## config.mk

```make
export PLATFORM = sky130hd
export DESIGN_NAME = mpeg_start_code_classifier
export DESIGN_NICKNAME = d
export VERILOG_FILES = /design/src/hw/rtl/mscc_pkg.sv /design/src/hw/rtl/mpeg_start_code_classifier.sv /design/src/hw/rtl/mscc_core.sv /design/src/hw/rtl/mscc_out_q.sv
export SDC_FILE = /design/constraint.sdc
export NUM_CORES = 1
export LEC_CHECK = 0
export BUFFER_PORTS_ARGS = -buffer_cell sky130_fd_sc_hd__buf_4
export CAP_MARGIN = 20
export CORE_ASPECT_RATIO = 1.1
export CORE_MARGIN = 5
export CORE_UTILIZATION = 50
export DETAILED_ROUTE_END_ITERATION = 12
export PLACE_DENSITY = 0.71
export RECOVER_POWER = 100
export SKIP_LAST_GASP = 1
export SLEW_MARGIN = 5
export SYNTH_ARGS = -nofsm -noshare
export SYNTH_HDL_FRONTEND = slang
export SYNTH_SLANG_ARGS = --single-unit
```

## constraint.sdc

```tcl
create_clock -name clk -period 8.6 [get_ports clk]
set_clock_uncertainty 0.2 [all_clocks]
set_input_delay 0 -clock clk [delete_from_list [all_inputs] [get_ports clk]]
set_output_delay 0 -clock clk [all_outputs]
set_load 0.005 [all_outputs]
```

## src/hw/rtl/mscc_pkg.sv

```systemverilog
package mscc_pkg;

  // Start code prefix and stream id values
  localparam logic [7:0] BYTE_ZERO   = 8'h00;
  localparam logic [7:0] BYTE_ONE    = 8'h01;
  localparam logic [7:0] ID_SEQ_HDR  = 8'hB3;
  localparam logic [7:0] ID_GOP      = 8'hB8;
  localparam logic [7:0] ID_PACK     = 8'hBA;
  localparam logic [7:0] ID_PICTURE  = 8'h00;
  localparam logic [7:0] ID_SLICE_LO = 8'h01;
  localparam logic [7:0] ID_SLICE_HI = 8'hAF;
  localparam logic [7:0] ID_AUDIO_LO = 8'hC0;
  localparam logic [7:0] ID_AUDIO_HI = 8'hDF;
  localparam logic [7:0] ID_VIDEO_LO = 8'hE0;
  localparam logic [7:0] ID_VIDEO_HI = 8'hEF;

  localparam logic [3:0] RATE_MIN  = 4'd1;
  localparam logic [3:0] RATE_MAX  = 4'd8;
  localparam logic [2:0] CTYPE_MIN = 3'd1;
  localparam logic [2:0] CTYPE_MAX = 3'd3;

  typedef enum logic [2:0] {
    KIND_SEQ_HDR = 3'd0,
    KIND_GOP     = 3'd1,
    KIND_PACK    = 3'd2,
    KIND_PICTURE = 3'd3,
    KIND_SLICE   = 3'd4,
    KIND_AUDIO   = 3'd5,
    KIND_VIDEO   = 3'd6,
    KIND_OTHER   = 3'd7
  } kind_t;

  typedef enum logic [7:0] {
    PH_SCAN = 8'b0000_0001,
    PH_ID   = 8'b0000_0010,
    PH_SEQ1 = 8'b0000_0100,
    PH_SEQ2 = 8'b0000_1000,
    PH_SEQ3 = 8'b0001_0000,
    PH_SEQ4 = 8'b0010_0000,
    PH_PIC1 = 8'b0100_0000,
    PH_PIC2 = 8'b1000_0000
  } phase_t;

  typedef struct packed {
    kind_t       unit_kind;
    logic [7:0]  stream_id;
    logic [11:0] frame_width;
    logic [11:0] frame_height;
    logic [3:0]  rate_code;
    logic [2:0]  coding_type;
  } result_t;

endpackage

```

## src/hw/rtl/mpeg_start_code_classifier.sv

```systemverilog
// MPEG-1 program stream start code classifier. Stream bytes enter one beat per
// clock on in_data_byte while in_stall is low; the block finds 00 00 01
// prefixes (any run of two or more zeros before 0x01), classifies the next
// byte as the stream id and reports one beat per unit. Sequence headers
// (0xB3) report after four more bytes with width, height and frame-rate
// code (codes 1..8 only, else nothing); picture headers (0x00) report after
// two more bytes with the coding type (I/P/B only). Audio packets are
// 0xC0-0xDF, video packets 0xE0-0xEF. Fields that do not apply to a unit are
// zero. Id and header bytes are never searched for a prefix. Throughput is
// one byte per clock while the output queue has room: the input register
// feeds the parser, whose next state is combinational, and results are
// registered in a two-entry output queue. in_stall rises only while the
// output queue is full and the input register holds a byte.
module mpeg_start_code_classifier (
  input  logic        clk,
  input  logic        rst_n,
  input  logic        in_valid,
  output logic        in_stall,
  input  logic [7:0]  in_data_byte,
  output logic        out_valid,
  input  logic        out_stall,
  output logic [2:0]  out_unit_kind,
  output logic [7:0]  out_stream_id,
  output logic [11:0] out_frame_width,
  output logic [11:0] out_frame_height,
  output logic [3:0]  out_rate_code,
  output logic [2:0]  out_coding_type
);
  import mscc_pkg::*;

  logic       in_vld_r;
  logic [7:0] in_byte_r;
  logic       q_space;
  logic       take;
  logic       res_vld;
  result_t    res;
  result_t    out_res;

  // byte in the input register is parsed once the queue has room
  assign take     = in_vld_r && q_space;
  assign in_stall = in_vld_r && !q_space;

  always_ff @(posedge clk) begin
    if (!rst_n) begin
      in_vld_r <= 1'b0;
    end else if (!in_stall) begin
      in_vld_r <= in_valid;
    end
  end

  always_ff @(posedge clk) begin
    if (in_valid && !in_stall) in_byte_r <= in_data_byte;
  end

  mscc_core u_core (
    .clk       (clk),
    .rst_n     (rst_n),
    .take      (take),
    .data_byte (in_byte_r),
    .res_vld   (res_vld),
    .res       (res)
  );

  mscc_out_q u_out_q (
    .clk       (clk),
    .rst_n     (rst_n),
    .push      (take && res_vld),
    .push_data (res),
    .space     (q_space),
    .out_vld   (out_valid),
    .out_stall (out_stall),
    .out_data  (out_res)
  );

  assign out_unit_kind    = out_res.unit_kind;
  assign out_stream_id    = out_res.stream_id;
  assign out_frame_width  = out_res.frame_width;
  assign out_frame_height = out_res.frame_height;
  assign out_rate_code    = out_res.rate_code;
  assign out_coding_type  = out_res.coding_type;

endmodule

```

## src/hw/rtl/mscc_core.sv

```systemverilog
module mscc_core (
  input  logic             clk,
  input  logic             rst_n,
  input  logic             take,
  input  logic [7:0]       data_byte,
  output logic             res_vld,
  output mscc_pkg::result_t res
);
  import mscc_pkg::*;

  phase_t      phase_r, phase_nxt;
  logic [1:0]  zero_run_r, zero_run_nxt;
  logic [23:0] held_r, held_nxt;
  logic [3:0]  rate;
  logic [2:0]  ctype;

  assign rate  = data_byte[3:0];
  assign ctype = data_byte[5:3];

  always_comb begin
    phase_nxt    = phase_r;
    zero_run_nxt = zero_run_r;
    held_nxt     = held_r;
    res_vld      = 1'b0;
    res          = '0;
    res.stream_id = data_byte;
    case (phase_r)
      PH_SCAN: begin
        if (data_byte == BYTE_ZERO) begin
          if (zero_run_r != 2'd2) zero_run_nxt = zero_run_r + 2'd1;
        end else if (data_byte == BYTE_ONE && zero_run_r == 2'd2) begin
          zero_run_nxt = 2'd0;
          phase_nxt    = PH_ID;
        end else begin
          zero_run_nxt = 2'd0;
        end
      end
      PH_ID: begin
        zero_run_nxt = 2'd0;
        held_nxt     = '0;
        if (data_byte == ID_SEQ_HDR) begin
          phase_nxt = PH_SEQ1;
        end else if (data_byte == ID_PICTURE) begin
          phase_nxt = PH_PIC1;
        end else begin
          phase_nxt = PH_SCAN;
          res_vld   = 1'b1;
          if (data_byte == ID_GOP) begin
            res.unit_kind = KIND_GOP;
          end else if (data_byte == ID_PACK) begin
            res.unit_kind = KIND_PACK;
          end else if (data_byte >= ID_SLICE_LO && data_byte <= ID_SLICE_HI) begin
            res.unit_kind = KIND_SLICE;
          end else if (data_byte >= ID_AUDIO_LO && data_byte <= ID_AUDIO_HI) begin
            res.unit_kind = KIND_AUDIO;
          end else if (data_byte >= ID_VIDEO_LO && data_byte <= ID_VIDEO_HI) begin
            res.unit_kind = KIND_VIDEO;
          end else begin
            res.unit_kind = KIND_OTHER;
          end
        end
      end
      PH_SEQ1, PH_SEQ2, PH_SEQ3, PH_PIC1: begin
        held_nxt = {held_r[15:0], data_byte};
        case (phase_r)
          PH_SEQ1: phase_nxt = PH_SEQ2;
          PH_SEQ2: phase_nxt = PH_SEQ3;
          PH_SEQ3: phase_nxt = PH_SEQ4;
          default: phase_nxt = PH_PIC2;
        endcase
      end
      PH_SEQ4: begin
        phase_nxt    = PH_SCAN;
        zero_run_nxt = 2'd0;
        held_nxt     = '0;
        if (rate >= RATE_MIN && rate <= RATE_MAX) begin
          res_vld          = 1'b1;
          res.unit_kind    = KIND_SEQ_HDR;
          res.stream_id    = ID_SEQ_HDR;
          res.frame_width  = {held_r[23:16], held_r[15:12]};
          res.frame_height = {held_r[11:8], held_r[7:0]};
          res.rate_code    = rate;
        end
      end
      PH_PIC2: begin
        phase_nxt    = PH_SCAN;
        zero_run_nxt = 2'd0;
        held_nxt     = '0;
        if (ctype >= CTYPE_MIN && ctype <= CTYPE_MAX) begin
          res_vld         = 1'b1;
          res.unit_kind   = KIND_PICTURE;
          res.stream_id   = ID_PICTURE;
          res.coding_type = ctype;
        end
      end
      default: begin
        phase_nxt    = PH_SCAN;
        zero_run_nxt = 2'd0;
      end
    endcase
  end

  always_ff @(posedge clk) begin
    if (!rst_n) begin
      phase_r    <= PH_SCAN;
      zero_run_r <= 2'd0;
    end else if (take) begin
      phase_r    <= phase_nxt;
      zero_run_r <= zero_run_nxt;
    end
  end

  // held bytes are cleared on every id byte before use
  always_ff @(posedge clk) begin
    if (take) held_r <= held_nxt;
  end

`ifndef NO_ASSERTIONS
  // a unit report always ends the unit and returns to prefix search
  a_res_ends_unit: assert property (@(posedge clk) disable iff (!rst_n)
    take && res_vld |=> phase_r == PH_SCAN)
    else $error("result without return to scan");

  // prefix counter only runs while scanning
  a_zero_run_scan: assert property (@(posedge clk) disable iff (!rst_n)
    zero_run_r != 2'd0 |-> phase_r == PH_SCAN)
    else $error("zero run outside scan phase");
`endif

endmodule

```

## src/hw/rtl/mscc_out_q.sv

```systemverilog
module mscc_out_q (
  input  logic              clk,
  input  logic              rst_n,
  input  logic              push,
  input  mscc_pkg::result_t push_data,
  output logic              space,
  output logic              out_vld,
  input  logic              out_stall,
  output mscc_pkg::result_t out_data
);
  import mscc_pkg::*;

  result_t    ent_r [2];
  logic       wr_ptr_r, rd_ptr_r;
  logic [1:0] cnt_r, cnt_nxt;
  logic       pop;

  assign out_vld  = cnt_r != 2'd0;
  assign out_data = ent_r[rd_ptr_r];
  assign pop      = out_vld && !out_stall;
  assign space    = cnt_r != 2'd2;

  always_comb begin
    cnt_nxt = cnt_r;
    if (push && !pop) cnt_nxt = cnt_r + 2'd1;
    else if (!push && pop) cnt_nxt = cnt_r - 2'd1;
  end

  always_ff @(posedge clk) begin
    if (!rst_n) begin
      wr_ptr_r <= 1'b0;
      rd_ptr_r <= 1'b0;
      cnt_r    <= 2'd0;
    end else begin
      cnt_r <= cnt_nxt;
      if (push) wr_ptr_r <= ~wr_ptr_r;
      if (pop)  rd_ptr_r <= ~rd_ptr_r;
    end
  end

  always_ff @(posedge clk) begin
    if (push) ent_r[wr_ptr_r] <= push_data;
  end

`ifndef NO_ASSERTIONS
  a_no_overflow: assert property (@(posedge clk) disable iff (!rst_n)
    push |-> cnt_r != 2'd2)
    else $error("result queue overflow");

  a_ptr_count: assert property (@(posedge clk) disable iff (!rst_n)
    (cnt_r == 2'd0 || cnt_r == 2'd2) |-> wr_ptr_r == rd_ptr_r)
    else $error("queue pointers disagree with count");
`endif

endmodule
```

# [After elaboration in Yosys (flattened, before gate mapping)]
# Memory sizes are Yosys's and may differ from the RTL's. A register that Yosys moved wholly into a read port is not among the register bits.
# Cells that the tools add are included.
[totals] register_bits=47 output_inout_bits=44 ramBits=84 in_bits=12 mem_count=1 wordCells=105
[classes] reduce_logical=27 addsub=3 n_eq_ne=18 n_mux=35 n_lt_le_gt_ge=10 bitwise=3
[mem_list] name="u_out_q.ent_r" depth=2 word_bits=42 read_ports=1 rd_clocked_by_memory_dff=1 wr=1 line="mscc_out_q.sv:13" rtl="result_t ent_r [2];"
[ops] op="24-bit case mux with 2 select lines" count=1
[ops] op="8-bit case mux with 3 select lines" count=2
[ops] op="36-bit two-way mux" count=1
[ops] op="8-bit equality test, second input constant" count=4
[ops] op="28-bit two-way mux" count=1
[ops] op="8-bit less-or-equal comparator, second input constant" count=3
[ops] op="8-bit two-way mux" count=3
[ops] op="3-bit two-way mux" count=7
[ops] op="8-bit by 1-bit equality test with 1-bit output, second input constant" count=2
[ops] op="8-bit >= comparator, second input constant" count=2
[ops] op="8-bit case mux with 2 select lines" count=1
[ops] op="1-bit logical AND" count=13
[ops] op="10-bit two-way mux" count=1
[ops] op="2-bit two-way mux" count=5
[ops] op="1-bit two-way mux" count=9
[ops] op="3-bit case mux with 3 select lines" count=1
[ops] op="8-bit by 2-bit equality test with 1-bit output, second input constant" count=1
[ops] op="8-bit by 3-bit equality test with 1-bit output, second input constant" count=1
[ops] op="8-bit by 4-bit equality test with 1-bit output, second input constant" count=1
[ops] op="8-bit by 5-bit equality test with 1-bit output, second input constant" count=1
[ops] op="8-bit by 6-bit equality test with 1-bit output, second input constant" count=1
[ops] op="8-bit by 7-bit equality test with 1-bit output, second input constant" count=1
[ops] op="8-bit by 1-bit >= comparator with 1-bit output, second input constant" count=1
[ops] op="8-bit zero test" count=1
[ops] op="20 further kinds" count=32

# [Longest topological paths before layout]
[depth] word_depth=10 depth_mapped=10 depth_no_buf=8

# [By module]
# A second synthesis with hierarchy kept.
[hier_totals] hier_cells=376 area_unflattened_um2=5569.1
[by_module_without_submodules] module="mscc_out_q" instances=1 cells_per_inst=153 seq_area_each_um2=2622.5 area_each_um2=3250.6
[by_module_without_submodules] module="mscc_core" instances=1 cells_per_inst=209 seq_area_each_um2=920.9 area_each_um2=2018.2
[by_module_without_submodules] module="mpeg_start_code_classifier" instances=1 cells_per_inst=14 seq_area_each_um2=260.2 area_each_um2=300.3

# [Worst setup path after synthesis]
# Ideal clock, no wire load.
[synth_path] path_type="flip-flop to flip-flop" startpoint="reg u_core.phase_r[2]" endpoint="mem u_out_q.ent_r[0][0] (netlist bit), enable pin" n_path_buf=1 setup_time_ns=0.447 required_ns=7.953 setup_slack_ns=4.357 t_arrival_ns=3.596 period_less_slack_ns=4.243 path_stages_with_launch=7 cell_sequence="dfxtp_1 -> buf_6 -> or4_4 -> nor4_4 -> a41oi_1 -> a211oi_2 -> nor2b_1"
[synth_via] elab_chain_len=5 word_cells_on_any_way=7 cone_classes="3 x eq/ne; 3 x mux; 1 x reduce/logical"
[synth_rtl] element="start: declaration" line="mscc_core.sv:11" rtl="phase_t phase_r, phase_nxt;"
[synth_rtl] element="start signal: assignment" line="mscc_core.sv:108" rtl="phase_r <= phase_nxt;"
[synth_rtl] element="8-bit equality test (tied with other cells)" line="mscc_core.sv:27" rtl="case (phase_r)"
[synth_rtl] element="1-bit case mux with 3 select lines *" line="mscc_core.sv:27"
[synth_rtl] element="1-bit logical AND *" line="mpeg_start_code_classifier.sv:67" rtl=".push (take && res_vld),"
[synth_rtl] element="named net u_out_q.push" line="mscc_out_q.sv:4" rtl="input logic push,"
[synth_rtl] element="1-bit two-way mux *" line="mscc_out_q.sv:42" rtl="if (push) ent_r[wr_ptr_r] <= push_data;"
[synth_rtl] element="1-bit two-way mux (implied by the code) *" line="mscc_out_q.sv:42"
[synth_rtl] element="end: declaration" line="mscc_out_q.sv:13"
# Mark *: on every way through the listed nets, which the timed path passes. The rest lies on a longest branch.

# [Final worst setup path]
[layout_path] startpoint="reg u_core.phase_r[0]" endpoint="mem u_out_q.ent_r[0][34] (netlist bit), enable pin"
# Same word-level chain as after synthesis.

==> impl_summary.md <==
Run status
The run finished, with violations left. The final reports fail on capacitance limit, slew limit.

GRT
The maximum number of pins on one net before global-route repair is 43. Summed over all layers, the global routing overflow is 0. The via count of the first global-routing pass came to 3,328. The first-pass GRT wire length is 16.1 mm.

The overall track demand over capacity in global routing is 15.5%. The number of antenna violations at the first check in global routing is 0.

Route
The post-detailed-route count of antenna-violating nets is 0. The average detailed-routed wire length per instance is 16.3 um. The first routing iteration left 153 violations.

Across all layers, the routed design uses 3,185 vias. After detailed routing, the number of remaining DRC violations is 0. The total routed wirelength is 9.86 mm. The first detailed-routing pass took 4 iterations. The ratio of routed vias to standard cells is 5.26.

Clock network
The number of setup buffers added after CTS is 0. The maximum buffer depth of the clock tree is 2. The count of hold buffers inserted by post-cts repair is 12.

The number of buffers added by the clock tree synthesis step is 17. The clock reaches the later pin of the worst-skew pair after 0.41 ns. The cell sitting at the root of the clock tree is a sky130_fd_sc_hd__clkbuf_16.

TritonCTS built the clock tree. The count of instances resized after the clock tree is built is 0. The H-tree depth is 4.

Clock-pin slew was measured on the worst setup and hold paths at 0.06 ns. The number of sinks handled by clock tree synthesis is 132.

Synthesis
The most used flip-flop cell after synthesis is sky130_fd_sc_hd__edfxtp_1. The cell area that synthesis handed to floorplanning was 0.00556 mm^2. The cell count after synthesis is 375. Yosys mapped a number of flops with a built-in enable equal to 116. Counting flops and latches in the post-synthesis netlist gives 132.

The unique cell type count in the Yosys netlist is 55. The synthesized area divided by synthesized cell count is 14.8 um^2. The count of synthesis-stage warnings from yosys is 0.

The fraction of registers with async set/reset is 0%. The share of synthesized area occupied by flip-flops and latches is 68.4%.

Setup path
The path type of the worst setup path is register to register. Of all nets on the critical path, the largest fanout is 42. The kind of cell with the highest combined delay along the critical path is buffers and inverters. The cell repeated most along the worst path is sky130_fd_sc_hd__clkbuf_1. The highest cell delay on the worst timing path is 1.71 ns. The worst setup path is captured at a register. The flop-to-flop setup slack is 3.11 ns. The startpoint type of the worst setup path is a register. The critical path goes through or4_1, nor4_1, clkbuf_1, a41oi_1, a211oi_1, nor2b_4, clkbuf_1. The number of buffers and inverters on the critical path is 2. The required time of the worst setup path is 8.37 ns. For this design, the slowest cell found on the critical path is sky130_fd_sc_hd__clkbuf_1. The critical path data arrival time is 5.27 ns.

Timing
Setup total negative slack on the finished layout was measured at 0 ns. The worst pin sits at a relative slew slack of -60.7%. For this run, the top clock speed supported by timing is 182 MHz. Setup violations remaining at the end of the flow were counted as 0. The number of pins with negative max-slew slack in the final report is 86. After layout, the worst path uses 63.9% of the clock period. The number of failing hold endpoints at the final stage is 0.

Setup repair after global routing left no endpoint under its margin. The worst-margin pin slew is 2.41 ns. The clock period minus final worst setup slack is 5.49 ns.

Place
The congestion estimate from routability-driven global placement came to 0.830. Summing all placed instances gives a cell area of 0.00611 mm^2. The count of buffers inserted at the top-level ports is 55. The HPWL after detailed placement is 6.26 mm.

Finish
0 antenna diodes ended up in the layout. The layout has 851 filler cells. Compared with the post-synthesis result, the final layout area differs by 21.0%. After routing the design area is 0.00673 mm^2.

The number of nets in the layout is 459. In the final layout, the share of cells above drive strength 1 is 27.3%.

Power and ir drop
The analysis attributes to cell leakage a power of 2.07 nW. The worst-case vdd ir drop is 0.138 mV. For this design the ratio of total power to cell area is 209 mW/mm^2.

Floorplan
Pin placement for this block handled 56 I/O pins. The y dimension of the die is 121 um. The die covers 0.0133 mm^2. Measured along the x axis, the die boundary spans 111 um.

The row count is 40. Once the floorplan was initialized, standard cells occupied 51.0% of the core. After floorplanning, the core was sized to cover 0.0109 mm^2.

Run
The tool flagged a number of max-cap violations equal to 2.

Hold path
The min-delay analysis places its worst path in the category input pin to register.
[cell type report]
type	instances	area, um^2	area share [%]
Clock buffer	18	429	6.38
Clock inverter	14	139	2.06
Inverter	5	18.8	0.279
Multi-Input combinational cell	219	1620	24.1
Sequential cell	132	3800	56.5
Tap cell	147	184	2.73
Timing Repair Buffer	70	533	7.92
[path summary, 6_finish.rpt]
kind,startpoint,endpoint,cells past startpoint
setup / recovery,u_core.phase_r[0],u_out_q.ent_r[0][34],7
setup reg to reg,u_core.phase_r[0],u_out_q.ent_r[0][34],7
hold reg to reg,u_core.zero_run_r[0],u_core.zero_run_r[0],2
hold / removal,in_data_byte[4],in_byte_r[4],2
[cell families (layout without fill, tap and decap cells)]
family | after synthesis | count (layout) | synth area share [%]
AO/OA/AOI/OAI | 29 | 29 | 3.96
XOR/XNOR | 5 | 5 | 0.788
adder cells (fa/ha/maj) | 2 | 2 | 0.450
buffers and inverters | 25 | 107 | 1.96
flip-flops | 132 | 132 | 68.4
multiplexers | 46 | 46 | 9.22
other | 1 | 2 | 0.0674
AND/OR/NAND/NOR | 135 | 135 | 15.2
[registers in the layout, indices dropped and copies added, names as in the netlist, named ones only]
register and count:
in_byte_r 8, in_vld_r 1, u_core.held_r 24, u_core.phase_r 8, u_core.zero_run_r 2, u_out_q.cnt_r 2, u_out_q.ent_r 84, u_out_q.rd_ptr_r 1
u_out_q.wr_ptr_r 1
[metrics by stage]
stage,hold WS [ns],util (%),setup WS (ns),power [mW],cells
6_report,0.131,61.7,3.11,1.40,605
5_1_grt,0.118,61.7,2.58,1.45,605
4_1_cts,0.0996,62.3,4.98,1.41,605
3_5_place_dp,-0.0205,56.0,4.98,0.738,561
3_3_place_gp,-0.0199,56.0,5.11,0.737,561
2_1_floorplan,-0.101,-,4.36,0.728,376
[report_power, final]
| group | switching, mW | total [mW] | internal, mW |
|---|---|---|---|
| Combinational | 0.0111 | 0.0249 | 0.0138 |
| Sequential | 0.00842 | 0.704 | 0.695 |
| Clock | 0.253 | 0.676 | 0.423 |
| Total | 0.272 | 1.40 | 1.13 |
[cell usage in the layout, fill, tap and decap left out, types with 3 or more instances in the layout]
cell	netlist	layout
sky130_fd_sc_hd__edfxtp_1	116	116
sky130_fd_sc_hd__and2_0	0	45
sky130_fd_sc_hd__clkbuf_4	0	44
sky130_fd_sc_hd__mux2_2	42	38
sky130_fd_sc_hd__clkbuf_16	0	17
sky130_fd_sc_hd__dfxtp_1	16	16
sky130_fd_sc_hd__nor2_1	15	15
sky130_fd_sc_hd__and2_1	59	13
sky130_fd_sc_hd__dlygate4sd3_1	0	12
sky130_fd_sc_hd__buf_4	0	8
sky130_fd_sc_hd__nand2_1	7	7
sky130_fd_sc_hd__nand2b_1	7	7
sky130_fd_sc_hd__nor3_1	7	7
sky130_fd_sc_hd__clkbuf_1	17	7
sky130_fd_sc_hd__nand3_1	6	6
sky130_fd_sc_hd__or4_1	3	5
sky130_fd_sc_hd__nor4_1	3	5
sky130_fd_sc_hd__inv_1	5	5
sky130_fd_sc_hd__clkinvlp_4	0	5
sky130_fd_sc_hd__nor2b_1	5	4
sky130_fd_sc_hd__o21ai_0	2	4
sky130_fd_sc_hd__mux2_1	0	4
sky130_fd_sc_hd__mux2i_1	4	4
sky130_fd_sc_hd__clkinv_2	0	4
sky130_fd_sc_hd__or3_1	3	3
sky130_fd_sc_hd__a21o_1	3	3
sky130_fd_sc_hd__o21a_1	3	3
sky130_fd_sc_hd__a21oi_1	3	3
sky130_fd_sc_hd__xnor2_1	3	3
sky130_fd_sc_hd__a21boi_0	1	3
sky130_fd_sc_hd__nand4_1	3	3
[layer usage]
metal	vias to the layer above	part of all wire [%]	track usage, %
li1	1532	-	-
met1	1567	41	16.9
met2	67	54	28.1
met3	19	3.8	4.45
met4	0	2.0	6.70
met5	-	0	0
[cells in the mapped netlist, types with 4 or more instances]
cell type | instances | share of area (%)
sky130_fd_sc_hd__edfxtp_1 | 116 | 63
sky130_fd_sc_hd__mux2_2 | 42 | 8.5
sky130_fd_sc_hd__mux2i_1 | 4 | 0.72
sky130_fd_sc_hd__inv_1 | 5 | 0.34
sky130_fd_sc_hd__nand2b_1 | 7 | 0.79
sky130_fd_sc_hd__nor2_1 | 15 | 1.0
sky130_fd_sc_hd__nor2b_1 | 5 | 0.56
sky130_fd_sc_hd__nand3_1 | 6 | 0.54
sky130_fd_sc_hd__and2_1 | 59 | 6.6
sky130_fd_sc_hd__dfxtp_1 | 16 | 5.8
sky130_fd_sc_hd__nand2_1 | 7 | 0.47
sky130_fd_sc_hd__nor3_1 | 7 | 0.63
sky130_fd_sc_hd__clkbuf_1 | 17 | 1.1
[worst register-to-register path: stages (launching register included)]
cell and delay, ns:
sky130_fd_sc_hd__dfxtp_1 0.36, sky130_fd_sc_hd__or4_1 0.60, sky130_fd_sc_hd__nor4_1 0.33, sky130_fd_sc_hd__clkbuf_1 0.88
sky130_fd_sc_hd__a41oi_1 0.29, sky130_fd_sc_hd__a211oi_1 0.46, sky130_fd_sc_hd__nor2b_4 0.21, sky130_fd_sc_hd__clkbuf_1 1.71
(Power assumes the default switching activity.)
